==> config.mk <==
export PLATFORM = sky130hd
export DESIGN_NAME = radiotap_header_parser_unit_flat
export DESIGN_NICKNAME = d
export VERILOG_FILES = /design/src/hdl/rhp_pkg.sv /design/src/hdl/rhp_ifs.sv /design/src/hdl/radiotap_header_parser_unit.sv /design/src/flat_wrapper.sv
export SDC_FILE = /design/constraint.sdc
export NUM_CORES = 1
export LEC_CHECK = 0
export ABC_CLOCK_PERIOD_IN_PS = 8800
export BUFFER_PORTS_ARGS = -buffer_cell sky130_fd_sc_hd__buf_2
export CAP_MARGIN = 5
export CORE_ASPECT_RATIO = 1.1
export CORE_MARGIN = 2
export CORE_UTILIZATION = 45
export DETAILED_ROUTE_END_ITERATION = 8
export PLACE_DENSITY = 0.77
export SYNTH_ARGS = -nofsm -noshare
export SYNTH_HDL_FRONTEND = slang
export SYNTH_SLANG_ARGS = --single-unit
==> constraint.sdc <==
create_clock -name clock -period 8.8 [get_ports clock]
set_input_delay 1.76 -clock clock [delete_from_list [all_inputs] [get_ports clock]]
set_output_delay 1.76 -clock clock [all_outputs]
set_load 0.03 [all_outputs]
==> src/hdl/rhp_pkg.sv <==
`timescale 1ns / 1ps

package rhp_pkg;

   // field walk limits
   localparam logic [4:0] FieldCount      = 5'd20;
   localparam int         ExtBitInTopByte = 5;    // bit 29 of a present word, seen in byte 3

   // configuration port
   localparam int          CsrAddrWidth  = 3;
   localparam int          CsrDataWidth  = 32;
   localparam logic        CsrMaxLength  = 1'b0;  // register index of max_length
   localparam logic [15:0] MaxLengthInit = 16'd255;

   // radiotap field numbers that are captured
   localparam logic [4:0] FieldFlags   = 5'd1;
   localparam logic [4:0] FieldRate    = 5'd2;
   localparam logic [4:0] FieldChannel = 5'd3;
   localparam logic [4:0] FieldMcs     = 5'd19;

   typedef struct packed {
      logic [4:0] number;
      logic [3:0] bytes_left;
   } rhp_field_type;

   typedef struct packed {
      logic        length_ok;
      logic [15:0] header_length;
      logic [31:0] present_flags;
      logic [7:0]  frame_flags;
      logic [7:0]  data_rate;
      logic [15:0] frequency;
      logic [15:0] channel_flags;
      logic [7:0]  mcs_known;
      logic [7:0]  mcs_flags;
      logic [7:0]  mcs_index;
   } rhp_result_type;

   // size in bytes of each field, packed with no padding
   function automatic logic [3:0] field_size(input logic [4:0] number);
      logic [3:0] size;
      case (number)
         5'd0:    size = 4'd8;
         5'd1:    size = 4'd1;
         5'd2:    size = 4'd1;
         5'd3:    size = 4'd4;
         5'd4:    size = 4'd2;
         5'd5:    size = 4'd1;
         5'd6:    size = 4'd1;
         5'd7:    size = 4'd2;
         5'd8:    size = 4'd2;
         5'd9:    size = 4'd2;
         5'd10:   size = 4'd1;
         5'd11:   size = 4'd1;
         5'd12:   size = 4'd1;
         5'd13:   size = 4'd1;
         5'd14:   size = 4'd2;
         5'd15:   size = 4'd2;
         5'd16:   size = 4'd1;
         5'd17:   size = 4'd1;
         5'd18:   size = 4'd8;
         5'd19:   size = 4'd3;
         default: size = 4'd0;
      endcase
      return size;
   endfunction

   // first present field at or after 'from'; walk done when none is left
   function automatic rhp_field_type seek_field(input logic [19:0] present,
                                                input logic [4:0]  from);
      rhp_field_type result;
      result.number     = FieldCount;
      result.bytes_left = 4'd0;
      for (int i = 19; i >= 0; i--) begin
         if (present[i] && (5'(i) >= from)) begin
            result.number     = 5'(i);
            result.bytes_left = field_size(5'(i));
         end
      end
      return result;
   endfunction

endpackage

==> src/hdl/rhp_ifs.sv <==
`timescale 1ns / 1ps

// input byte channel
interface rhp_req_if;
   logic       valid;
   logic       ready;
   logic [7:0] data_byte;
   logic       last_byte;

   modport source (output valid, output data_byte, output last_byte, input ready);
   modport sink   (input valid, input data_byte, input last_byte, output ready);
endinterface

// parse result channel
interface rhp_rsp_if;
   logic        valid;
   logic        ready;
   logic        length_ok;
   logic [15:0] header_length;
   logic [31:0] present_flags;
   logic [7:0]  frame_flags;
   logic [7:0]  data_rate;
   logic [15:0] frequency;
   logic [15:0] channel_flags;
   logic [7:0]  mcs_known;
   logic [7:0]  mcs_flags;
   logic [7:0]  mcs_index;

   modport source (output valid, output length_ok, output header_length,
                   output present_flags, output frame_flags, output data_rate,
                   output frequency, output channel_flags, output mcs_known,
                   output mcs_flags, output mcs_index, input ready);
   modport sink   (input valid, input length_ok, input header_length,
                   input present_flags, input frame_flags, input data_rate,
                   input frequency, input channel_flags, input mcs_known,
                   input mcs_flags, input mcs_index, output ready);
endinterface

==> src/hdl/radiotap_header_parser_unit.sv <==
`timescale 1ns / 1ps
// the result is registered: it is valid in the cycle after the byte marked last is accepted
// throughput: one byte per cycle; the parse state updates in the accept cycle
// a byte is accepted while the result register is empty or being taken
// reset (synchronous, active high) clears packet state, stored values and
// the result valid flag, and sets max_length to 255

module radiotap_header_parser_unit (
   input  logic                              clock,
   input  logic                              reset,
   rhp_req_if.sink                           req,
   rhp_rsp_if.source                         rsp,
   input  logic                              csr_psel,
   input  logic                              csr_penable,
   input  logic                              csr_pwrite,
   input  logic [rhp_pkg::CsrAddrWidth-1:0]  csr_paddr,
   input  logic [rhp_pkg::CsrDataWidth-1:0]  csr_pwdata,
   output logic [rhp_pkg::CsrDataWidth-1:0]  csr_prdata,
   output logic                              csr_pready
);
   import rhp_pkg::*;

   // configuration
   logic [15:0] max_length_ff;

   // packet state
   logic [15:0] byte_position_ff, byte_position_in;
   logic        in_present_ff, in_present_in;
   logic [31:0] present_shift_ff, present_shift_in;
   logic [4:0]  field_number_ff, field_number_in;
   logic [3:0]  field_left_ff, field_left_in;
   logic        length_accepted_ff, length_accepted_in;

   // stored values
   logic [15:0] saved_length_ff, saved_length_in;
   logic [31:0] saved_present_ff, saved_present_in;
   logic [7:0]  saved_flags_ff, saved_flags_in;
   logic [7:0]  saved_rate_ff, saved_rate_in;
   logic [15:0] saved_frequency_ff, saved_frequency_in;
   logic [15:0] saved_channel_flags_ff, saved_channel_flags_in;
   logic [23:0] saved_mcs_ff, saved_mcs_in;

   // result register
   logic           rsp_valid_ff;
   rhp_result_type result_ff, result_in;

   logic        req_accept;
   logic        csr_write;
   logic [15:0] new_length;
   logic [31:0] present_word;
   logic [3:0]  field_offset;
   logic [3:0]  left_after;
   rhp_field_type next_field;

   assign req_accept = req.valid && req.ready;
   assign req.ready  = !rsp_valid_ff || rsp.ready;

   // configuration port
   assign csr_write  = csr_psel && csr_penable && csr_pwrite && csr_pready;
   assign csr_pready = 1'b1;
   assign csr_prdata = (csr_paddr[2] == CsrMaxLength) ?
                       {{(CsrDataWidth-16){1'b0}}, max_length_ff} : '0;

   always_ff @(posedge clock) begin
      if (reset) begin
         max_length_ff <= MaxLengthInit;
      end else if (csr_write && (csr_paddr[2] == CsrMaxLength)) begin
         max_length_ff <= csr_pwdata[15:0];
      end
   end

   // byte step: header length, present words, then the field walk
   always_comb begin
      byte_position_in       = byte_position_ff;
      in_present_in          = in_present_ff;
      present_shift_in       = present_shift_ff;
      field_number_in        = field_number_ff;
      field_left_in          = field_left_ff;
      length_accepted_in     = length_accepted_ff;
      saved_length_in        = saved_length_ff;
      saved_present_in       = saved_present_ff;
      saved_flags_in         = saved_flags_ff;
      saved_rate_in          = saved_rate_ff;
      saved_frequency_in     = saved_frequency_ff;
      saved_channel_flags_in = saved_channel_flags_ff;
      saved_mcs_in           = saved_mcs_ff;
      new_length             = {req.data_byte, present_shift_ff[7:0]};
      present_word           = present_shift_ff;
      field_offset           = field_size(field_number_ff) - field_left_ff;
      left_after             = field_left_ff - 4'd1;
      next_field             = '0;

      if (byte_position_ff == 16'd2) begin
         present_shift_in = {24'd0, req.data_byte};
      end else if (byte_position_ff == 16'd3) begin
         present_shift_in = '0;
         if (new_length <= max_length_ff) begin
            length_accepted_in = 1'b1;
            saved_length_in    = new_length;
            in_present_in      = 1'b1;
         end
      end else if ((byte_position_ff >= 16'd4) && in_present_ff) begin
         // first present word is assembled, later ones only checked for extension
         if (byte_position_ff <= 16'd7) begin
            present_word     = present_shift_ff |
                               (32'(req.data_byte) << {byte_position_ff[1:0], 3'b000});
            present_shift_in = present_word;
            if (byte_position_ff == 16'd7) begin
               saved_present_in = present_word;
            end
         end
         if ((byte_position_ff[1:0] == 2'd3) && !req.data_byte[ExtBitInTopByte]) begin
            in_present_in   = 1'b0;
            next_field      = seek_field(present_word[19:0], 5'd0);
            field_number_in = next_field.number;
            field_left_in   = next_field.bytes_left;
         end
      end else if (length_accepted_ff && (byte_position_ff >= 16'd8) &&
                   (field_number_ff < FieldCount) && (field_left_ff != 4'd0)) begin
         // capture bytes of the fields that are kept
         case (field_number_ff)
            FieldFlags: saved_flags_in = req.data_byte;
            FieldRate:  saved_rate_in  = req.data_byte;
            FieldChannel: begin
               case (field_offset[1:0])
                  2'd0:    saved_frequency_in[7:0]      = req.data_byte;
                  2'd1:    saved_frequency_in[15:8]     = req.data_byte;
                  2'd2:    saved_channel_flags_in[7:0]  = req.data_byte;
                  default: saved_channel_flags_in[15:8] = req.data_byte;
               endcase
            end
            FieldMcs: begin
               case (field_offset)
                  4'd0:    saved_mcs_in[7:0]   = req.data_byte;
                  4'd1:    saved_mcs_in[15:8]  = req.data_byte;
                  4'd2:    saved_mcs_in[23:16] = req.data_byte;
                  default: saved_mcs_in        = saved_mcs_ff;
               endcase
            end
            default: saved_mcs_in = saved_mcs_ff;
         endcase
         field_left_in = left_after;
         if (left_after == 4'd0) begin
            next_field      = seek_field(present_shift_ff[19:0], field_number_ff + 5'd1);
            field_number_in = next_field.number;
            field_left_in   = next_field.bytes_left;
         end
      end

      if (byte_position_ff != 16'hFFFF) begin
         byte_position_in = byte_position_ff + 16'd1;
      end

      // result as seen after this byte
      result_in.length_ok     = length_accepted_in;
      result_in.header_length = saved_length_in;
      result_in.present_flags = saved_present_in;
      result_in.frame_flags   = saved_flags_in;
      result_in.data_rate     = saved_rate_in;
      result_in.frequency     = saved_frequency_in;
      result_in.channel_flags = saved_channel_flags_in;
      result_in.mcs_known     = saved_mcs_in[7:0];
      result_in.mcs_flags     = saved_mcs_in[15:8];
      result_in.mcs_index     = saved_mcs_in[23:16];
   end

   // state registers; packet state clears after the last byte
   always_ff @(posedge clock) begin
      if (reset) begin
         byte_position_ff       <= '0;
         in_present_ff          <= 1'b0;
         present_shift_ff       <= '0;
         field_number_ff        <= '0;
         field_left_ff          <= '0;
         length_accepted_ff     <= 1'b0;
         saved_length_ff        <= '0;
         saved_present_ff       <= '0;
         saved_flags_ff         <= '0;
         saved_rate_ff          <= '0;
         saved_frequency_ff     <= '0;
         saved_channel_flags_ff <= '0;
         saved_mcs_ff           <= '0;
      end else if (req_accept) begin
         saved_length_ff        <= saved_length_in;
         saved_present_ff       <= saved_present_in;
         saved_flags_ff         <= saved_flags_in;
         saved_rate_ff          <= saved_rate_in;
         saved_frequency_ff     <= saved_frequency_in;
         saved_channel_flags_ff <= saved_channel_flags_in;
         saved_mcs_ff           <= saved_mcs_in;
         if (req.last_byte) begin
            byte_position_ff   <= '0;
            in_present_ff      <= 1'b0;
            present_shift_ff   <= '0;
            field_number_ff    <= '0;
            field_left_ff      <= '0;
            length_accepted_ff <= 1'b0;
         end else begin
            byte_position_ff   <= byte_position_in;
            in_present_ff      <= in_present_in;
            present_shift_ff   <= present_shift_in;
            field_number_ff    <= field_number_in;
            field_left_ff      <= field_left_in;
            length_accepted_ff <= length_accepted_in;
         end
      end
   end

   // result register
   always_ff @(posedge clock) begin
      if (reset) begin
         rsp_valid_ff <= 1'b0;
      end else if (req_accept && req.last_byte) begin
         rsp_valid_ff <= 1'b1;
      end else if (rsp.ready) begin
         rsp_valid_ff <= 1'b0;
      end
   end

   always_ff @(posedge clock) begin
      if (req_accept && req.last_byte) begin
         result_ff <= result_in;
      end
   end

   assign rsp.valid         = rsp_valid_ff;
   assign rsp.length_ok     = result_ff.length_ok;
   assign rsp.header_length = result_ff.header_length;
   assign rsp.present_flags = result_ff.present_flags;
   assign rsp.frame_flags   = result_ff.frame_flags;
   assign rsp.data_rate     = result_ff.data_rate;
   assign rsp.frequency     = result_ff.frequency;
   assign rsp.channel_flags = result_ff.channel_flags;
   assign rsp.mcs_known     = result_ff.mcs_known;
   assign rsp.mcs_flags     = result_ff.mcs_flags;
   assign rsp.mcs_index     = result_ff.mcs_index;

endmodule

==> src/flat_wrapper.sv <==
// flat-port wrapper written by rule: the top's interface ports become plain ports
module radiotap_header_parser_unit_flat import rhp_pkg::*;
  (clock, reset, csr_psel, csr_penable, csr_pwrite, csr_paddr, csr_pwdata, csr_prdata, csr_pready, req_valid, req_data_byte, req_last_byte, req_ready, rsp_valid, rsp_length_ok, rsp_header_length, rsp_present_flags, rsp_frame_flags, rsp_data_rate, rsp_frequency, rsp_channel_flags, rsp_mcs_known, rsp_mcs_flags, rsp_mcs_index, rsp_ready);
  rhp_req_if req_i ();
  rhp_rsp_if rsp_i ();
  input  logic clock;
  input  logic reset;
  input  logic csr_psel;
  input  logic csr_penable;
  input  logic csr_pwrite;
  input  logic [rhp_pkg::CsrAddrWidth-1:0] csr_paddr;
  input  logic [rhp_pkg::CsrDataWidth-1:0] csr_pwdata;
  output logic [rhp_pkg::CsrDataWidth-1:0] csr_prdata;
  output logic csr_pready;
  input wire logic [$bits(req_i.valid)-1:0] req_valid;
  input wire logic [$bits(req_i.data_byte)-1:0] req_data_byte;
  input wire logic [$bits(req_i.last_byte)-1:0] req_last_byte;
  output wire logic [$bits(req_i.ready)-1:0] req_ready;
  output wire logic [$bits(rsp_i.valid)-1:0] rsp_valid;
  output wire logic [$bits(rsp_i.length_ok)-1:0] rsp_length_ok;
  output wire logic [$bits(rsp_i.header_length)-1:0] rsp_header_length;
  output wire logic [$bits(rsp_i.present_flags)-1:0] rsp_present_flags;
  output wire logic [$bits(rsp_i.frame_flags)-1:0] rsp_frame_flags;
  output wire logic [$bits(rsp_i.data_rate)-1:0] rsp_data_rate;
  output wire logic [$bits(rsp_i.frequency)-1:0] rsp_frequency;
  output wire logic [$bits(rsp_i.channel_flags)-1:0] rsp_channel_flags;
  output wire logic [$bits(rsp_i.mcs_known)-1:0] rsp_mcs_known;
  output wire logic [$bits(rsp_i.mcs_flags)-1:0] rsp_mcs_flags;
  output wire logic [$bits(rsp_i.mcs_index)-1:0] rsp_mcs_index;
  input wire logic [$bits(rsp_i.ready)-1:0] rsp_ready;
  assign req_i.valid = req_valid;
  assign req_i.data_byte = req_data_byte;
  assign req_i.last_byte = req_last_byte;
  assign req_ready = req_i.ready;
  assign rsp_valid = rsp_i.valid;
  assign rsp_length_ok = rsp_i.length_ok;
  assign rsp_header_length = rsp_i.header_length;
  assign rsp_present_flags = rsp_i.present_flags;
  assign rsp_frame_flags = rsp_i.frame_flags;
  assign rsp_data_rate = rsp_i.data_rate;
  assign rsp_frequency = rsp_i.frequency;
  assign rsp_channel_flags = rsp_i.channel_flags;
  assign rsp_mcs_known = rsp_i.mcs_known;
  assign rsp_mcs_flags = rsp_i.mcs_flags;
  assign rsp_mcs_index = rsp_i.mcs_index;
  assign rsp_i.ready = rsp_ready;
  radiotap_header_parser_unit u_core (.clock(clock), .reset(reset), .req(req_i), .rsp(rsp_i), .csr_psel(csr_psel), .csr_penable(csr_penable), .csr_pwrite(csr_pwrite), .csr_paddr(csr_paddr), .csr_pwdata(csr_pwdata), .csr_prdata(csr_prdata), .csr_pready(csr_pready));
endmodule
==> impl_metrics.env <==
export IMPL_r2r_start="u_core.field_number_ff[0]"
export IMPL_comb_power_share=0.090
export IMPL_nets=1888
export IMPL_crit_required_ps=9060
export IMPL_dr_max_layer_used="met4"
export IMPL_vias=13300
export IMPL_synthFlopType="dfxtp_1"
export IMPL_crit_path_start_kind="input pin"
export IMPL_wire_per_inst_um=19.2
export IMPL_synth_edf_count=121
export IMPL_core_area_um2=34400
export IMPL_gr_total_overflow=0
export IMPL_synth_seq_cells=321
export IMPL_place_gp_congestion=0.941
export IMPL_yosysWarnings=0
export IMPL_setup_tns_ps=0
export IMPL_worst_pin_slew_ps=1230
export IMPL_path_max_fanout=27
export IMPL_drt_total_wl_um=43500
export IMPL_cts_resized=0
export IMPL_synthToLayoutAreaGrowth_pct=12.8
export IMPL_worstHoldStart="u_core.saved_channel_flags_ff[9]"
export IMPL_hold_class="flip-flop to flip-flop"
export IMPL_clockBufferDepth=3
export IMPL_min_delay_path_depth=2
export IMPL_peakVddDrop_mv=0.130
export IMPL_p_sw_frac=0.245
export IMPL_wl_met3_um=3270
export IMPL_outcome="complete, no violations"
export IMPL_diodes=0
export IMPL_antenna_left=0
export IMPL_max_freq_mhz=193
export IMPL_drive_gt1_frac=0.200
export IMPL_cp_slowest_stage_delay_ps=780
export IMPL_p_switching_w=0.000822
export IMPL_setup_viol=0
export IMPL_cts_root_buffer="clkbuf_16"
export IMPL_slowest_stage="nor2_2"
export IMPL_num_io_pins=207
export IMPL_die_w_um=183
export IMPL_power_density_nw_per_um2=188
export IMPL_clk_pin_slew_ps=60
export IMPL_min_to="u_core.saved_channel_flags_ff[9]"
export IMPL_worst_path_most_repeated_cell="a21o_1"
export IMPL_wl_met2_um=20300
export IMPL_die_h_um=200
export IMPL_period_share=0.588
export IMPL_grt_pass1_wl_um=68500
export IMPL_final_hold_viol_count=0
export IMPL_fillers=3032
export IMPL_slew_headroom=0.177
export IMPL_row_count=71
export IMPL_track_usage=0.231
export IMPL_max_cap_viol_count=0
export IMPL_setup_slack_ps=3620
export IMPL_cp_end_kind="flip-flop"
export IMPL_wl_met1_um=18200
export IMPL_start_util=0.459
export IMPL_async_flop_share=0
export IMPL_clockPowerShare=0.433
export IMPL_vias_per_cell=5.89
export IMPL_cts_tree="yes"
export IMPL_fin_hold_ws_ps=454
export IMPL_grt_max_degree=107
export IMPL_r2r_cells=14
export IMPL_clk_latency_ps=520
export IMPL_seq_area_frac_synth=0.484
export IMPL_port_buffers=171
export IMPL_cts_hold_buffers=0
export IMPL_fin_crit_ps=5180
export IMPL_r2r_slack_ps=4080
export IMPL_crit_type="input pin to flip-flop"
export IMPL_synth_cell_types=103
export IMPL_cts_sinks=321
export IMPL_grt_pass1_vias=12700
export IMPL_avgSynthCellArea_um2=9.19
export IMPL_p_int_w=0.00253
export IMPL_antenna_found_initial=0
export IMPL_post_cts_buffers=0
export IMPL_p_seq_frac=0.477
export IMPL_syn_inst=1716
export IMPL_slew_viol_final=0
export IMPL_drc=0
export IMPL_drt_pass1_iterations=6
export IMPL_cts_made_buffers=34
export IMPL_dpl_worst_slack_ps=3170
export IMPL_dieArea_um2=36600
export IMPL_leakagePower_nw=6.72
export IMPL_dp_hpwl_um=27500
export IMPL_drt_iter0_drc=1320
export IMPL_syn_area_um2=15800
export IMPL_crit_chain="buf_2 -> ha_1 -> a21o_1 -> a21o_1 -> a21oi_1 -> nor2_1 -> a211oi_1 -> inv_1 -> o31a_1 -> nor2_2 -> mux2_2"
export IMPL_fin_worst_skew_ps=18.2
export IMPL_cp_arrival_ps=5440
export IMPL_rsz0062_at_grt="false"
export IMPL_htree_levels=2
-- layout make-up --
| class | count | area (µm²) | share of cell area |
|---|---|---|---|
| inverters | 42 | 158 | 0.00886 |
| flip-flops and latches | 321 | 7640 | 0.429 |
| multi-input cells | 1225 | 7400 | 0.416 |
| well taps | 438 | 548 | 0.0308 |
| clock buffers | 50 | 1030 | 0.0581 |
| clock inverters | 11 | 109 | 0.00612 |
| repair buffers | 178 | 911 | 0.0512 |
-- how the worst max path moves through the flow --
stage / startpoint / to
final: req_data_byte[1] / u_core.rsp.header_length[4]
after global routing: req_data_byte[1] / u_core.rsp.header_length[4]
after CTS: req_data_byte[1] / u_core.rsp.header_length[4]
after detailed placement: req_data_byte[1] / u_core.rsp.header_length[6]
after global placement: req_data_byte[1] / u_core.rsp.header_length[12]
after floorplan: rsp_ready / flip-flop
-- registers in the layout, indices dropped and copies added (netlist names), 24 cells and up, named ones only --
| register | flops |
|---|---|
| u_core.saved_mcs_ff | 24 |
| u_core.saved_present_ff | 32 |
| u_core.present_shift_ff | 32 |
| u_core.rsp.present_flags | 32 |
-- cells by family after synthesis --
kind of cell / after synthesis / synth area share
other cells: 2 / 0.000476
xor+xnor: 21 / 0.0117
fa+ha+maj: 35 / 0.0282
mux: 89 / 0.0638
compound gates: 425 / 0.172
buf+inv: 185 / 0.0514
simple gates: 638 / 0.188
flops: 321 / 0.484
-- power by group through the flow --
stage | logic (W) | clock network, W | registers (W)
2_1_floorplan | 0.000176 | 0 | 0.00167
3_3_place_gp | 0.000288 | 0 | 0.00163
3_5_place_dp | 0.000294 | 0 | 0.00163
4_1_cts | 0.000296 | 0.00147 | 0.00160
5_1_grt | 0.000321 | 0.00154 | 0.00160
6_report | 0.000301 | 0.00145 | 0.00160
-- worst max-delay path, delay by kind of cell --
kind | cells | cell delay (ps)
AO/OA/AOI/OAI | 5 | 1270
buffers and inverters | 2 | 730
AND/OR/NAND/NOR | 2 | 830
multiplexers | 1 | 430
adder cells (fa/ha/maj) | 1 | 380
-- through the flow --
stage               area (µm²)  power (W)  cells  utilization
finish                   17800    0.00335   2265        0.518
floorplan                15800    0.00184   1731            -
global route             17800    0.00346   2265        0.518
global placement         16700    0.00192   2204        0.485
CTS                      17800    0.00336   2265        0.518
detailed placement       16700    0.00192   2204        0.485
-- Yosys cell counts (all sizes together), types with 13 or more instances --
| library cell | instances | area (µm²) |
|---|---|---|
| dfxtp | 200 | 4000 |
| mux2 | 89 | 1010 |
| buf | 50 | 303 |
| nor2 | 226 | 856 |
| a31oi | 30 | 194 |
| a22oi | 13 | 97.6 |
| ha | 34 | 425 |
| nor3 | 55 | 302 |
| inv | 41 | 154 |
| clkbuf | 93 | 350 |
| o31ai | 27 | 254 |
| edfxtp | 121 | 3630 |
| nand3 | 17 | 90.1 |
| a21o | 14 | 105 |
| nand4 | 32 | 221 |
| a21oi | 214 | 1090 |
| o21ai | 42 | 210 |
| nand2 | 217 | 817 |
-- cell usage in the layout, fill, tap and decap left out, drive strengths merged, types with 9 or more instances in the layout --
cell    instances
ha             34
dfxtp         200
clkbuf         50
o21a            9
o31ai          27
a22oi          13
and3           12
inv            43
a21o           14
conb           17
and2           11
mux2           89
nand2         217
nand3          17
xnor2          11
a31oi          30
buf           178
nor3           55
o21ai          42
a21oi         214
nor2          226
xor2           10
edfxtp        121
nand4          32
-- routing by layer --
layer,global-route usage,up-vias
met5,0,-
met2,0.376,628
met1,0.303,6335
met4,0.102,0
met3,0.0384,123
li1,-,6245
No activity file was read; power rests on OpenSTA's default activity.
